File: config.mk
export PLATFORM = sky130hd
export DESIGN_NAME = stable_sorted_priority_queue
export DESIGN_NICKNAME = d
export VERILOG_FILES = /design/src/rtl/ssq_pkg.sv /design/src/rtl/ssq_ram.sv /design/src/rtl/ssq_dp.sv /design/src/rtl/ssq_ctrl.sv /design/src/rtl/stable_sorted_priority_queue.sv
export SDC_FILE = /design/constraint.sdc
export NUM_CORES = 1
export LEC_CHECK = 0
export BUFFER_PORTS_ARGS = -buffer_cell sky130_fd_sc_hd__buf_2
export CAP_MARGIN = 20
export CORE_AREA = 2 2 276 278
export CTS_BUF_LIST = sky130_fd_sc_hd__clkbuf_2
export DETAILED_ROUTE_END_ITERATION = 6
export DIE_AREA = 0 0 278 280
export SYNTH_ARGS = -nofsm -noshare
export SYNTH_HDL_FRONTEND = slang
export SYNTH_SLANG_ARGS = --single-unit
File: constraint.sdc
create_clock -name i_clk -period 5.5 [get_ports i_clk]
set_input_delay 0.275 -clock i_clk [delete_from_list [all_inputs] [get_ports i_clk]]
set_output_delay 0.275 -clock i_clk [all_outputs]
set_load 0.05 [all_outputs]
File: src/rtl/ssq_pkg.sv
// types, constants and codes shared by the sorted priority queue modules
`default_nettype none

package ssq_pkg;

    localparam int CAPACITY_DEF = 16;
    localparam int ELEM_W       = 32;
    localparam int PRIO_W       = 8;
    localparam int ENTRY_W      = ELEM_W + PRIO_W;
    localparam int OCC_W        = 5;

    typedef enum logic {
        OP_INSERT = 1'b0,
        OP_REMOVE = 1'b1
    } t_op;

    typedef enum logic [1:0] {
        ST_OK    = 2'd0,
        ST_EMPTY = 2'd1,
        ST_FULL  = 2'd2
    } t_status;

    typedef enum logic [1:0] {
        S_IDLE,
        S_INS,
        S_PUT,
        S_REM
    } t_state;

    typedef struct packed {
        logic    load_tail;
        logic    load_head;
        logic    shift;
        logic    put_next;
        logic    put_front;
        logic    pop;
        logic    fin;
        t_status fin_status;
    } t_cmd;

    typedef struct packed {
        logic count_zero;
        logic full;
        logic idx_zero;
        logic prio_gt;
    } t_stat;

endpackage

`default_nettype wire

File: src/rtl/ssq_ram.sv
// generic simple dual-port ram, one write port, one registered read port
`default_nettype none

module ssq_ram #(
    parameter int WIDTH = 8,
    parameter int DEPTH = 16,
    localparam int AW   = (DEPTH > 1) ? $clog2(DEPTH) : 1
) (
    input  wire logic             i_clk,
    input  wire logic             i_we,
    input  wire logic [AW-1:0]    i_waddr,
    input  wire logic [WIDTH-1:0] i_wdata,
    input  wire logic [AW-1:0]    i_raddr,
    output logic      [WIDTH-1:0] o_rdata
);

    logic [WIDTH-1:0] r_mem [DEPTH];

    always_ff @(posedge i_clk) begin
        if (i_we) begin
            r_mem[i_waddr] <= i_wdata;
        end
        o_rdata <= r_mem[i_raddr];
    end

endmodule

`default_nettype wire

File: src/rtl/ssq_dp.sv
// datapath: circular sorted store, head and count registers, result registers
`default_nettype none

module ssq_dp import ssq_pkg::*; #(
    parameter int CAPACITY = CAPACITY_DEF
) (
    input  wire logic                     i_clk,
    input  wire logic                     i_rst_n,
    input  wire logic signed [ELEM_W-1:0] i_element,
    input  wire logic        [PRIO_W-1:0] i_priority_req,
    input  wire t_cmd                     i_cmd,
    output t_stat                         o_stat,
    output logic                          o_strobe,
    output logic signed      [ELEM_W-1:0] o_removed_element,
    output logic             [1:0]        o_status,
    output logic             [OCC_W-1:0]  o_occupancy
);

    localparam int AW = $clog2(CAPACITY);
    localparam int CW = $clog2(CAPACITY + 1);

    logic [CW-1:0]          r_count, n_count;
    logic [AW-1:0]          r_head, n_head;
    logic [AW-1:0]          r_idx, n_idx;
    logic [ELEM_W-1:0]      r_elem;
    logic [PRIO_W-1:0]      r_prio;
    logic                   r_strobe;
    logic [ELEM_W-1:0]      r_removed;
    t_status                r_status;
    logic [OCC_W-1:0]       r_occ;

    logic                   ram_we;
    logic [AW-1:0]          ram_waddr;
    logic [ENTRY_W-1:0]     ram_wdata;
    logic [AW-1:0]          ram_raddr;
    logic [ENTRY_W-1:0]     ram_rdata;
    logic [CW-1:0]          count_m1;

    function automatic logic [AW-1:0] phys(input logic [AW-1:0] a, input logic [AW-1:0] b);
        logic [AW:0] s;
        s = {1'b0, a} + {1'b0, b};
        if (s >= (AW+1)'(CAPACITY)) begin
            s = s - (AW+1)'(CAPACITY);
        end
        return s[AW-1:0];
    endfunction

    assign count_m1 = r_count - CW'(1);

    always_comb begin
        n_count = r_count;
        n_head  = r_head;
        n_idx   = r_idx;
        if (i_cmd.load_tail) begin
            n_idx = AW'(count_m1);
        end else if (i_cmd.load_head) begin
            n_idx = '0;
        end else if (i_cmd.shift) begin
            n_idx = r_idx - AW'(1);
        end
        if (i_cmd.put_next || i_cmd.put_front) begin
            n_count = r_count + CW'(1);
        end else if (i_cmd.pop) begin
            n_count = count_m1;
            n_head  = phys(r_head, AW'(1));
        end
    end

    always_comb begin
        ram_we    = i_cmd.shift || i_cmd.put_next || i_cmd.put_front;
        ram_waddr = i_cmd.put_front ? r_head : phys(r_head, r_idx + AW'(1));
        ram_wdata = i_cmd.shift ? ram_rdata : {r_prio, r_elem};
        ram_raddr = phys(r_head, n_idx);
    end

    ssq_ram #(
        .WIDTH (ENTRY_W),
        .DEPTH (CAPACITY)
    ) u_ram (
        .i_clk   (i_clk),
        .i_we    (ram_we),
        .i_waddr (ram_waddr),
        .i_wdata (ram_wdata),
        .i_raddr (ram_raddr),
        .o_rdata (ram_rdata)
    );

    always_ff @(posedge i_clk) begin
        if (!i_rst_n) begin
            r_count  <= '0;
            r_head   <= '0;
            r_strobe <= 1'b0;
        end else begin
            r_count  <= n_count;
            r_head   <= n_head;
            r_strobe <= i_cmd.fin;
        end
    end

    always_ff @(posedge i_clk) begin
        r_idx <= n_idx;
        if (i_cmd.load_tail || i_cmd.load_head) begin
            r_elem <= i_element;
            r_prio <= i_priority_req;
        end
        if (i_cmd.fin) begin
            r_status  <= i_cmd.fin_status;
            r_removed <= i_cmd.pop ? ram_rdata[ELEM_W-1:0] : '0;
            r_occ     <= OCC_W'(n_count);
        end
    end

    assign o_stat.count_zero = (r_count == '0);
    assign o_stat.full       = (r_count == CW'(CAPACITY));
    assign o_stat.idx_zero   = (r_idx == '0);
    assign o_stat.prio_gt    = (ram_rdata[ENTRY_W-1:ELEM_W] > r_prio);

    assign o_strobe          = r_strobe;
    assign o_removed_element = r_removed;
    assign o_status          = r_status;
    assign o_occupancy       = r_occ;

endmodule

`default_nettype wire

File: src/rtl/ssq_ctrl.sv
// controller: state machine sequencing insert walk, put and remove
`default_nettype none

module ssq_ctrl import ssq_pkg::*; (
    input  wire logic  i_clk,
    input  wire logic  i_rst_n,
    input  wire logic  i_start,
    input  wire logic  i_op,
    input  wire t_stat i_stat,
    output t_cmd       o_cmd,
    output logic       o_busy
);

    t_state r_state, n_state;

    always_ff @(posedge i_clk) begin
        if (!i_rst_n) begin
            r_state <= S_IDLE;
        end else begin
            r_state <= n_state;
        end
    end

    always_comb begin
        n_state = r_state;
        o_cmd   = '0;
        o_cmd.fin_status = ST_OK;
        unique case (r_state)
            S_IDLE: begin
                if (i_start) begin
                    if (t_op'(i_op) == OP_INSERT) begin
                        if (i_stat.full) begin
                            o_cmd.fin        = 1'b1;
                            o_cmd.fin_status = ST_FULL;
                        end else begin
                            o_cmd.load_tail = 1'b1;
                            n_state = i_stat.count_zero ? S_PUT : S_INS;
                        end
                    end else begin
                        if (i_stat.count_zero) begin
                            o_cmd.fin        = 1'b1;
                            o_cmd.fin_status = ST_EMPTY;
                        end else begin
                            o_cmd.load_head = 1'b1;
                            n_state = S_REM;
                        end
                    end
                end
            end
            S_INS: begin
                if (i_stat.prio_gt) begin
                    o_cmd.shift = 1'b1;
                    if (i_stat.idx_zero) begin
                        n_state = S_PUT;
                    end
                end else begin
                    o_cmd.put_next = 1'b1;
                    o_cmd.fin      = 1'b1;
                    n_state = S_IDLE;
                end
            end
            S_PUT: begin
                o_cmd.put_front = 1'b1;
                o_cmd.fin       = 1'b1;
                n_state = S_IDLE;
            end
            S_REM: begin
                o_cmd.pop = 1'b1;
                o_cmd.fin = 1'b1;
                n_state = S_IDLE;
            end
            default: begin
                n_state = S_IDLE;
            end
        endcase
    end

    assign o_busy = (r_state != S_IDLE);

endmodule

`default_nettype wire

File: src/rtl/stable_sorted_priority_queue.sv
// top level of the stable sorted priority queue
//
//  channel   handshake          beat fields
//  command   start / busy       i_op, i_element, i_priority_req
//  result    o_strobe (1 cycle) o_removed_element, o_status, o_occupancy
//
//  rejected insert (full) or remove (empty): strobe in the cycle after the beat
//  remove: the REM state pops the head entry, then the strobe is registered
//  insert: the INS state walks stored entries of greater priority from the tail,
//  one per cycle through the ram ports, then the entry is put and the strobe registered
//  busy falls with the strobe of an accepted beat, so the next beat can be taken in that cycle
//  synchronous active-low reset empties the queue; results cannot be stalled
`default_nettype none

module stable_sorted_priority_queue import ssq_pkg::*; #(
    parameter int CAPACITY = CAPACITY_DEF
) (
    input  wire logic                     i_clk,
    input  wire logic                     i_rst_n,
    input  wire logic                     start,
    output logic                          busy,
    input  wire logic                     i_op,
    input  wire logic signed [ELEM_W-1:0] i_element,
    input  wire logic        [PRIO_W-1:0] i_priority_req,
    output logic                          o_strobe,
    output logic signed      [ELEM_W-1:0] o_removed_element,
    output logic             [1:0]        o_status,
    output logic             [OCC_W-1:0]  o_occupancy
);

    t_cmd  cmd;
    t_stat stat;

    ssq_ctrl u_ctrl (
        .i_clk   (i_clk),
        .i_rst_n (i_rst_n),
        .i_start (start),
        .i_op    (i_op),
        .i_stat  (stat),
        .o_cmd   (cmd),
        .o_busy  (busy)
    );

    ssq_dp #(
        .CAPACITY (CAPACITY)
    ) u_dp (
        .i_clk             (i_clk),
        .i_rst_n           (i_rst_n),
        .i_element         (i_element),
        .i_priority_req    (i_priority_req),
        .i_cmd             (cmd),
        .o_stat            (stat),
        .o_strobe          (o_strobe),
        .o_removed_element (o_removed_element),
        .o_status          (o_status),
        .o_occupancy       (o_occupancy)
    );

    a_strobe_idle: assert property (@(posedge i_clk) disable iff (!i_rst_n)
        o_strobe |-> !busy)
        else $error("result strobe while busy");

    a_beat_progress: assert property (@(posedge i_clk) disable iff (!i_rst_n)
        (start && !busy) |=> (busy || o_strobe))
        else $error("accepted beat neither busy nor answered");

    a_full_occ: assert property (@(posedge i_clk) disable iff (!i_rst_n)
        (o_strobe && o_status == ST_FULL) |-> (o_occupancy == OCC_W'(CAPACITY)))
        else $error("full reject with wrong occupancy");

    a_empty_res: assert property (@(posedge i_clk) disable iff (!i_rst_n)
        (o_strobe && o_status == ST_EMPTY) |-> (o_occupancy == '0 && o_removed_element == '0))
        else $error("empty reject with wrong result");

endmodule

`default_nettype wire
=== Yosys cells after proc, flatten, opt, wreduce, memory -nomap -nowiden ===
Memories as Yosys holds them, arrays and structs flattened. A register that Yosys moved wholly into a read port is not among the register bits.
Cells that the tools add are included.

* Add/subtract/negate cells: 10
* Order comparisons: 4
* Equality and inequality tests: 8
* Multiplexer cells: 36
* Bitwise operators: 1
* Reduce and logical (&&, ||, !) cells: 12

{| class="wikitable"
|+ Operator list
! cell !! count
|-
| 40-bit 2-to-1 mux || 1
|-
| 4-bit 2-to-1 mux || 7
|-
| 2-bit 2-to-1 mux || 10
|-
| 4-bit by 1-bit subtractor with 4-bit output (second input constant) || 4
|-
| 5-bit >= comparator (second input constant) || 3
|-
| 3-bit 2-to-1 mux || 4
|-
| 4-bit by 4-bit adder with 5-bit output || 2
|-
| 1-bit 2-to-1 mux || 10
|-
| 5-bit 2-to-1 mux || 2
|-
| 3-bit inequality test (second input constant) || 3
|-
| 8-bit > comparator || 1
|-
| 2-bit one-hot mux with 3 select lines || 1
|-
| 4-bit by 1-bit adder with 5-bit output (second input constant) || 1
|-
| 5-bit by 1-bit adder with 5-bit output (second input constant) || 1
|-
| 5-bit equality test (second input constant) || 1
|-
| 5-bit zero test || 1
|-
| 5-bit by 1-bit subtractor with 5-bit output (second input constant) || 1
|-
| 4-bit by 1-bit adder with 4-bit output (second input constant) || 1
|-
| 2-bit equality test (second input constant) || 2
|-
| 4-bit zero test || 1
|-
| 1-bit logical OR || 4
|-
| 2-bit AND reduction || 2
|-
| 4-bit AND reduction || 1
|-
| 1-bit one-hot mux with 3 select lines || 1
|-
| 6 further kinds || 6
|}

* Flip-flop bits (word level): 95
* Memory bits (writable): 640
* Output and inout bits: 41
* Word-level logic and storage cells: 82
* Memories: 1

{| class="wikitable"
|+ Memories
! name !! depth !! bits a word !! rd ports !! clocked after memory_dff !! write ports !! line !! source
|-
| u_dp.u_ram.r_mem || 16 || 40 || 1 || 1 || 1 || ssq_ram.sv:17 || <nowiki>logic [WIDTH-1:0] r_mem [DEPTH];</nowiki>
|}

=== Depth between registers and ports, before layout ===
* Word-level depth: 10
* Gate-level depth with buffers: 19
* Mapped depth without buffers: 15

=== By module ===
A second synthesis with hierarchy kept.

* Cells, all modules: 1370
* Area total of the unflattened synthesis: 29624.7 µm²

{| class="wikitable"
|+ Modules (own cells, without submodules)
! module !! times used !! cells each !! area an instance (µm²) !! sequential area each (µm²)
|-
| ssq_ram || 1 || 1040 || 25131.6 || 20019.2
|-
| ssq_dp || 1 || 305 || 4294.1 || 2652.5
|-
| ssq_ctrl || 1 || 25 || 198.9 || 40.0
|}

=== Least setup slack after synthesis ===
Ideal clock, no wire load.

* Kind: register to register
* Start: register u_dp.r_count[0]
* End: register u_dp.u_ram.o_rdata[19], read port of u_dp.u_ram.r_mem
* Data arrival time: 4.452 ns
* Data required time: 5.378 ns
* Path slack: 0.926 ns
* Cell stages (with the launch flop): 13
* Period minus slack after synthesis: 4.574 ns
* Cells stage by stage: dfxtp_1 inv_1 ha_1 nor3b_2 a21oi_2 o22ai_1 ha_1 clkbuf_1 buf_2 buf_1 mux4_2 mux2i_1 mux2i_1

* Cells in the longest elaborated chain, start to end: 10
* Elaborated cells on any way between the ends: 15
* Those cells by class: add/sub: 3; order compare: 1; eq/ne: 1; mux: 9; reduce/logical: 1

{| class="wikitable"
|+ Ends and longest elaborated chain
! item !! line !! source
|-
| start: declaration || ssq_dp.sv:22 || <nowiki>logic [CW-1:0] r_count, n_count;</nowiki>
|-
| start signal: assignment || ssq_dp.sv:94 || <nowiki>r_count <= n_count;</nowiki>
|-
| 5-bit zero test || ssq_dp.sv:113 || <nowiki>assign o_stat.count_zero = (r_count == '0);</nowiki>
|-
| 1-bit 2-to-1 mux || ssq_ctrl.sv:40 || <nowiki>if (i_stat.count_zero) begin</nowiki>
|-
| 1-bit 2-to-1 mux || ssq_ctrl.sv:31 || <nowiki>if (t_op'(i_op) == OP_INSERT) begin</nowiki>
|-
| 2-bit 2-to-1 mux || ssq_ctrl.sv:30 || <nowiki>if (i_start) begin</nowiki>
|-
| 2-bit 2-to-1 mux || ssq_ctrl.sv:28 || <nowiki>unique case (r_state)</nowiki>
|-
| 4-bit 2-to-1 mux || ssq_dp.sv:56 || <nowiki>end else if (i_cmd.load_head) begin</nowiki>
|-
| 4-bit 2-to-1 mux * || ssq_dp.sv:54 || <nowiki>if (i_cmd.load_tail) begin</nowiki>
|-
| named net u_dp.n_idx[0] || ssq_dp.sv:24 || <nowiki>logic [AW-1:0] r_idx, n_idx;</nowiki>
|-
| 4-bit by 4-bit adder with 5-bit output * || ssq_dp.sv:41 || <nowiki>s = {1'b0, a} + {1'b0, b};</nowiki>
|-
| 4-bit by 1-bit subtractor with 4-bit output / 5-bit >= comparator (equally long branches) || ssq_dp.sv:43, ssq_dp.sv:42 ||
|-
| 4-bit 2-to-1 mux * || ssq_dp.sv:42 || <nowiki>if (s >= (AW+1)'(CAPACITY)) begin</nowiki>
|-
| end: declaration || ssq_ram.sv:14 || <nowiki>output logic [WIDTH-1:0] o_rdata</nowiki>
|}

The timed path passes the listed nets; every way through them passes the cells marked *.
A chain may end at the register's enable or synchronous reset.

=== Worst setup path in the final report ===
* Start: register u_dp.r_prio[1]
* End: register u_dp.u_ram.o_rdata[14], read port of u_dp.u_ram.r_mem

* Cells in the longest elaborated chain, start to end: 9
* Elaborated cells on any way between the ends: 10
* Those cells by class: add/sub: 2; order compare: 2; mux: 6

{| class="wikitable"
|+ Ends and longest elaborated chain
! item !! line !! source
|-
| start: declaration || ssq_dp.sv:26 || <nowiki>logic [PRIO_W-1:0] r_prio;</nowiki>
|-
| start signal: assignment || ssq_dp.sv:104 || <nowiki>r_prio <= i_priority_req;</nowiki>
|-
| 8-bit > comparator * || ssq_dp.sv:116 || <nowiki>assign o_stat.prio_gt = (ram_rdata[ENTRY_W-1:ELEM_W] > r_prio);</nowiki>
|-
| 1-bit 2-to-1 mux * || ssq_ctrl.sv:51 || <nowiki>if (i_stat.prio_gt) begin</nowiki>
|-
| 2-bit 2-to-1 mux * || ssq_ctrl.sv:28 ||
|-
| 4-bit 2-to-1 mux * || ssq_dp.sv:58 || <nowiki>end else if (i_cmd.shift) begin</nowiki>
|-
| 4-bit 2-to-1 mux * || ssq_dp.sv:56 ||
|-
| 4-bit 2-to-1 mux * || ssq_dp.sv:54 ||
|-
| named net u_dp.n_idx[2] || ssq_dp.sv:24 ||
|-
| 4-bit by 4-bit adder with 5-bit output * || ssq_dp.sv:41 ||
|-
| 4-bit by 1-bit subtractor with 4-bit output / 5-bit >= comparator (equally long branches) || ssq_dp.sv:43, ssq_dp.sv:42 ||
|-
| 4-bit 2-to-1 mux * || ssq_dp.sv:42 ||
|}

Marked as above.

==> impl_metrics.tcl <==
set metrics [dict create \
    drc_errors 0 \
    synth-main-ff-cell "edfxtp_1" \
    vias_per_cell 5.09 \
    synth_compound_area_frac 0.0106 \
    dr.first_iter.drc_count 1092 \
    finalPower_mw 20.8 \
    track_usage 0.173 \
    worstMarginPinSlew_ps 1090 \
    reg2reg_depth 15 \
    yosys.area_share.simple 0.0229 \
    setup.worst_path.class "flip-flop to flip-flop" \
    run_status "completed" \
    die_y_um 280 \
    setup_viol_count_final 0 \
    async_flop_share 0 \
    synth_top_family_by_area "multiplexers" \
    areaGrowthSynthToFinish_pct 17.1 \
    dp_cells 2448 \
    grt-ovfl-total 0 \
    seq_power_share 0.409 \
    hold_depth 3 \
    htreeDepth 4 \
    min_period_ps 4440 \
    slew_violations 0 \
    p_comb_frac 0.402 \
    place_congestion 0.708 \
    synth_xor_area_frac 0.00554 \
    fmax_mhz 225 \
    hold_start "i_priority_req[2]" \
    drive_gt1_frac 0.342 \
    synth_edf_count 719 \
    p_int_mw 13.4 \
    fin_setup_tns_ps 0 \
    r2r_start "u_dp.r_prio[1]$_DFFE_PP_" \
    finalWirelength_um 65600 \
    antenna_found_initial 1 \
    rr_endpoint "u_dp.u_ram.o_rdata[14]$_DFF_P_" \
    slew_headroom 0.274 \
    wl_per_cell_um 22.5 \
    start_util 0.396 \
    clkPwrFrac 0.190 \
    dp_hpwl_um 33500 \
    hold_path_class "input port to flip-flop" \
    synth.area.mux_share 0.175 \
    drtAntennaViolNets 0 \
    path_max_fanout 16 \
    hold_viol 0 \
    grt_pass1_vias 16100 \
    clk_pin_slew_worst_paths_ps 110 \
    post-cts-setup-buffers 0 \
    core_mm2 0.0752 \
    rows 101 \
    hold-path-endpoint "u_dp.r_prio[2]$_DFFE_PP_" \
    syn_inst 1399 \
    leakage_nw 12.3 \
    grt_first_pass_wirelength_um 98500 \
    cts_buffers 195 \
    ys_types 46 \
    cap_violations 0 \
    synth.yosys.seq_area_share 0.762 \
    clock_path_buffers 3 \
    first_pass_iters 5 \
    place_ws_ps 1010 \
    grt_start_max_net_pins 81 \
    cts.sinks 775 \
    portBuffers 84 \
    die_area_mm2 0.0778 \
    ys_warn_count 0 \
    cts_tree "yes" \
    fin_ws_ps 1060 \
    dr_total_vias 14900 \
    dieWidth_um 278 \
    io-pin-count 85 \
    synth.net_count 1470 \
    period_share 0.807 \
    final_cells 2918 \
    synth_area_mm2 0.0298 \
    cellPowerDensity_mw_per_mm2 597 \
    skew_ps 103 \
    yosys.area_share.adder 0.0118 \
    postSynthAreaPerCell_um2 21.3 \
    ys_ff_latch 775 \
    whs_ps 210 \
    required_ps 6790 \
    swShare 0.354 \
    rsz0062_at_grt "false" \
    start_kind "flip-flop" \
    r2r_slack_ps 1060 \
    cp_data_arrival_time_ps 5720 \
    ir_drop_mv 0.501 \
    end_kind "flip-flop" \
    fin_nets 1855 \
    cts_root_buf "clkbuf_2" \
    clk_latency_ps 1400 \
    fillers 6400 \
    power.net_switching_mw 7.37 \
]
## synthesized netlist by cell type, types with 3 or more instances
master / n / area [um2]
nand2_1: 30 / 113
buf_2: 13 / 65.1
clkbuf_1: 38 / 143
a211oi_1: 3 / 22.5
nor3_1: 4 / 20.0
nor2_1: 32 / 120
edfxtp_1: 719 / 21600
inv_1: 17 / 63.8
o22ai_1: 4 / 25.0
xor2_1: 9 / 78.8
nor3b_1: 5 / 37.5
nand4_1: 4 / 25.0
nand3_1: 6 / 30.0
xnor2_1: 8 / 70.1
mux4_2: 160 / 3600
buf_1: 7 / 26.3
mux2i_1: 123 / 1230
a21o_1: 3 / 22.5
mux2_2: 33 / 372
nand2b_1: 3 / 18.8
nand3b_1: 4 / 30.0
and2_1: 36 / 225
ha_1: 25 / 313
a21oi_1: 10 / 50.1
dfxtp_1: 56 / 1120
o21ai_0: 19 / 95.1
buf_6: 5 / 56.3
## metal layers
metal | global-route usage | up-vias | share of wire
met5 | 0 | - | 0
met4 | 0.0668 | 0 | 0.020
met3 | 0.0425 | 87 | 0.049
met2 | 0.294 | 382 | 0.51
met1 | 0.213 | 7782 | 0.42
li1 | - | 6609 | -
## layout by cell type, fill, tap and decap left out, types with 6 or more instances in the layout
cell           count
dlygate4sd3_1    117
mux2i_1          123
nor2_1            15
xnor2_1            8
inv_1             17
nand3_1            6
clkinv_2           6
and2_1            36
nand2_1           30
clkbuf_2         287
mux4_2           160
a21oi_1           10
clkinv_1          44
dfxtp_1           56
buf_4             40
mux2_2            33
xor2_1             8
ha_1              23
o21ai_0           19
buf_2             84
edfxtp_1         719
nor2_4            17
buf_12            10
## final cells by class
| class | count | area (um2) | area share |
|---|---|---|---|
| Clock inverter | 65 | 419 | 0.0120 |
| Antenna cell | 1 | 2.50 | 0.0000717 |
| Multi-Input combinational cell | 543 | 6930 | 0.199 |
| Timing Repair Buffer | 251 | 2090 | 0.0600 |
| Sequential cell | 775 | 22700 | 0.651 |
| Inverter | 18 | 67.6 | 0.00194 |
| Clock buffer | 287 | 1440 | 0.0412 |
| Tap cell | 978 | 1220 | 0.0351 |
## state kept, by name, summed over array words and instances (netlist names)
register	cells
u_dp.o_occupancy	5
u_dp.u_ram.r_mem	640
u_dp.r_prio	8
u_dp.r_count	5
u_dp.u_ram.o_rdata	40
u_dp.o_status	2
u_dp.r_head	4
u_ctrl.r_state	2
u_dp.r_elem	32
u_dp.r_idx	4
u_dp.o_removed_element	32
u_dp.o_strobe	1
## stage by stage
step | cell area [um2] | util
2_1_floorplan | 29800 | -
3_3_place_gp | 31800 | 0.423
3_5_place_dp | 31800 | 0.424
4_1_cts | 34900 | 0.464
5_1_grt | 34900 | 0.464
6_report | 34900 | 0.464
## cells by family (layout without fill, tap and decap cells)
logic type / count (synthesis) / count (layout)
multiplexers: 316 / 316
other: 0 / 1
buffers and inverters: 81 / 621
adder cells (fa/ha/maj): 27 / 27
AO/OA/AOI/OAI: 50 / 50
AND/OR/NAND/NOR: 132 / 132
flip-flops: 775 / 775
XOR/XNOR: 18 / 18
## worst max-delay path by stage
stage                                   startpoint                        endpoint  slack [ps]  cells after the start
floorplan               u_dp.r_count[0]$_SDFF_PN0_  u_dp.u_ram.o_rdata[19]$_DFF_P_         930                     12
global placement          u_dp.r_prio[1]$_DFFE_PP_   u_dp.u_ram.o_rdata[9]$_DFF_P_        1060                     15
detailed placement        u_dp.r_prio[7]$_DFFE_PP_  u_dp.u_ram.o_rdata[14]$_DFF_P_        1010                     14
CTS                 u_dp.u_ram.o_rdata[33]$_DFF_P_  u_dp.u_ram.o_rdata[34]$_DFF_P_        1030                     14
global route              u_dp.r_prio[1]$_DFFE_PP_  u_dp.u_ram.o_rdata[34]$_DFF_P_         680                     15
finish                    u_dp.r_prio[1]$_DFFE_PP_  u_dp.u_ram.o_rdata[14]$_DFF_P_        1060                     15
## worst max-delay path, cell delays in order, from the launching register on
cell	delay [ps]
edfxtp_1	330
inv_1	50
ha_1	280
nor2b_1	120
o211ai_1	110
a211oi_1	480
or2_1	510
nand2_1	130
xor2_1	160
o22ai_1	210
ha_1	330
a21oi_1	180
xor2_1	160
xnor2_4	820
buf_4	320
mux2i_1	190
## power groups by stage
stage,Sequential (mW),Clock [mW],Combinational (mW)
finish,8.50,3.95,8.35
floorplan,8.95,0,5.64
detailed placement,8.64,0,8.47
global placement,8.60,0,8.33
global route,8.58,4.42,9.05
CTS,8.51,4.12,8.54
## what timing repair did
item / in CTS / in global routing
gates resized for setup: 0 / 0
hold endpoints to repair: 137 / 0
hold buffers: 117 / 0
setup endpoints to repair: 0 / 0
Power figures use the tool's default switching activity.
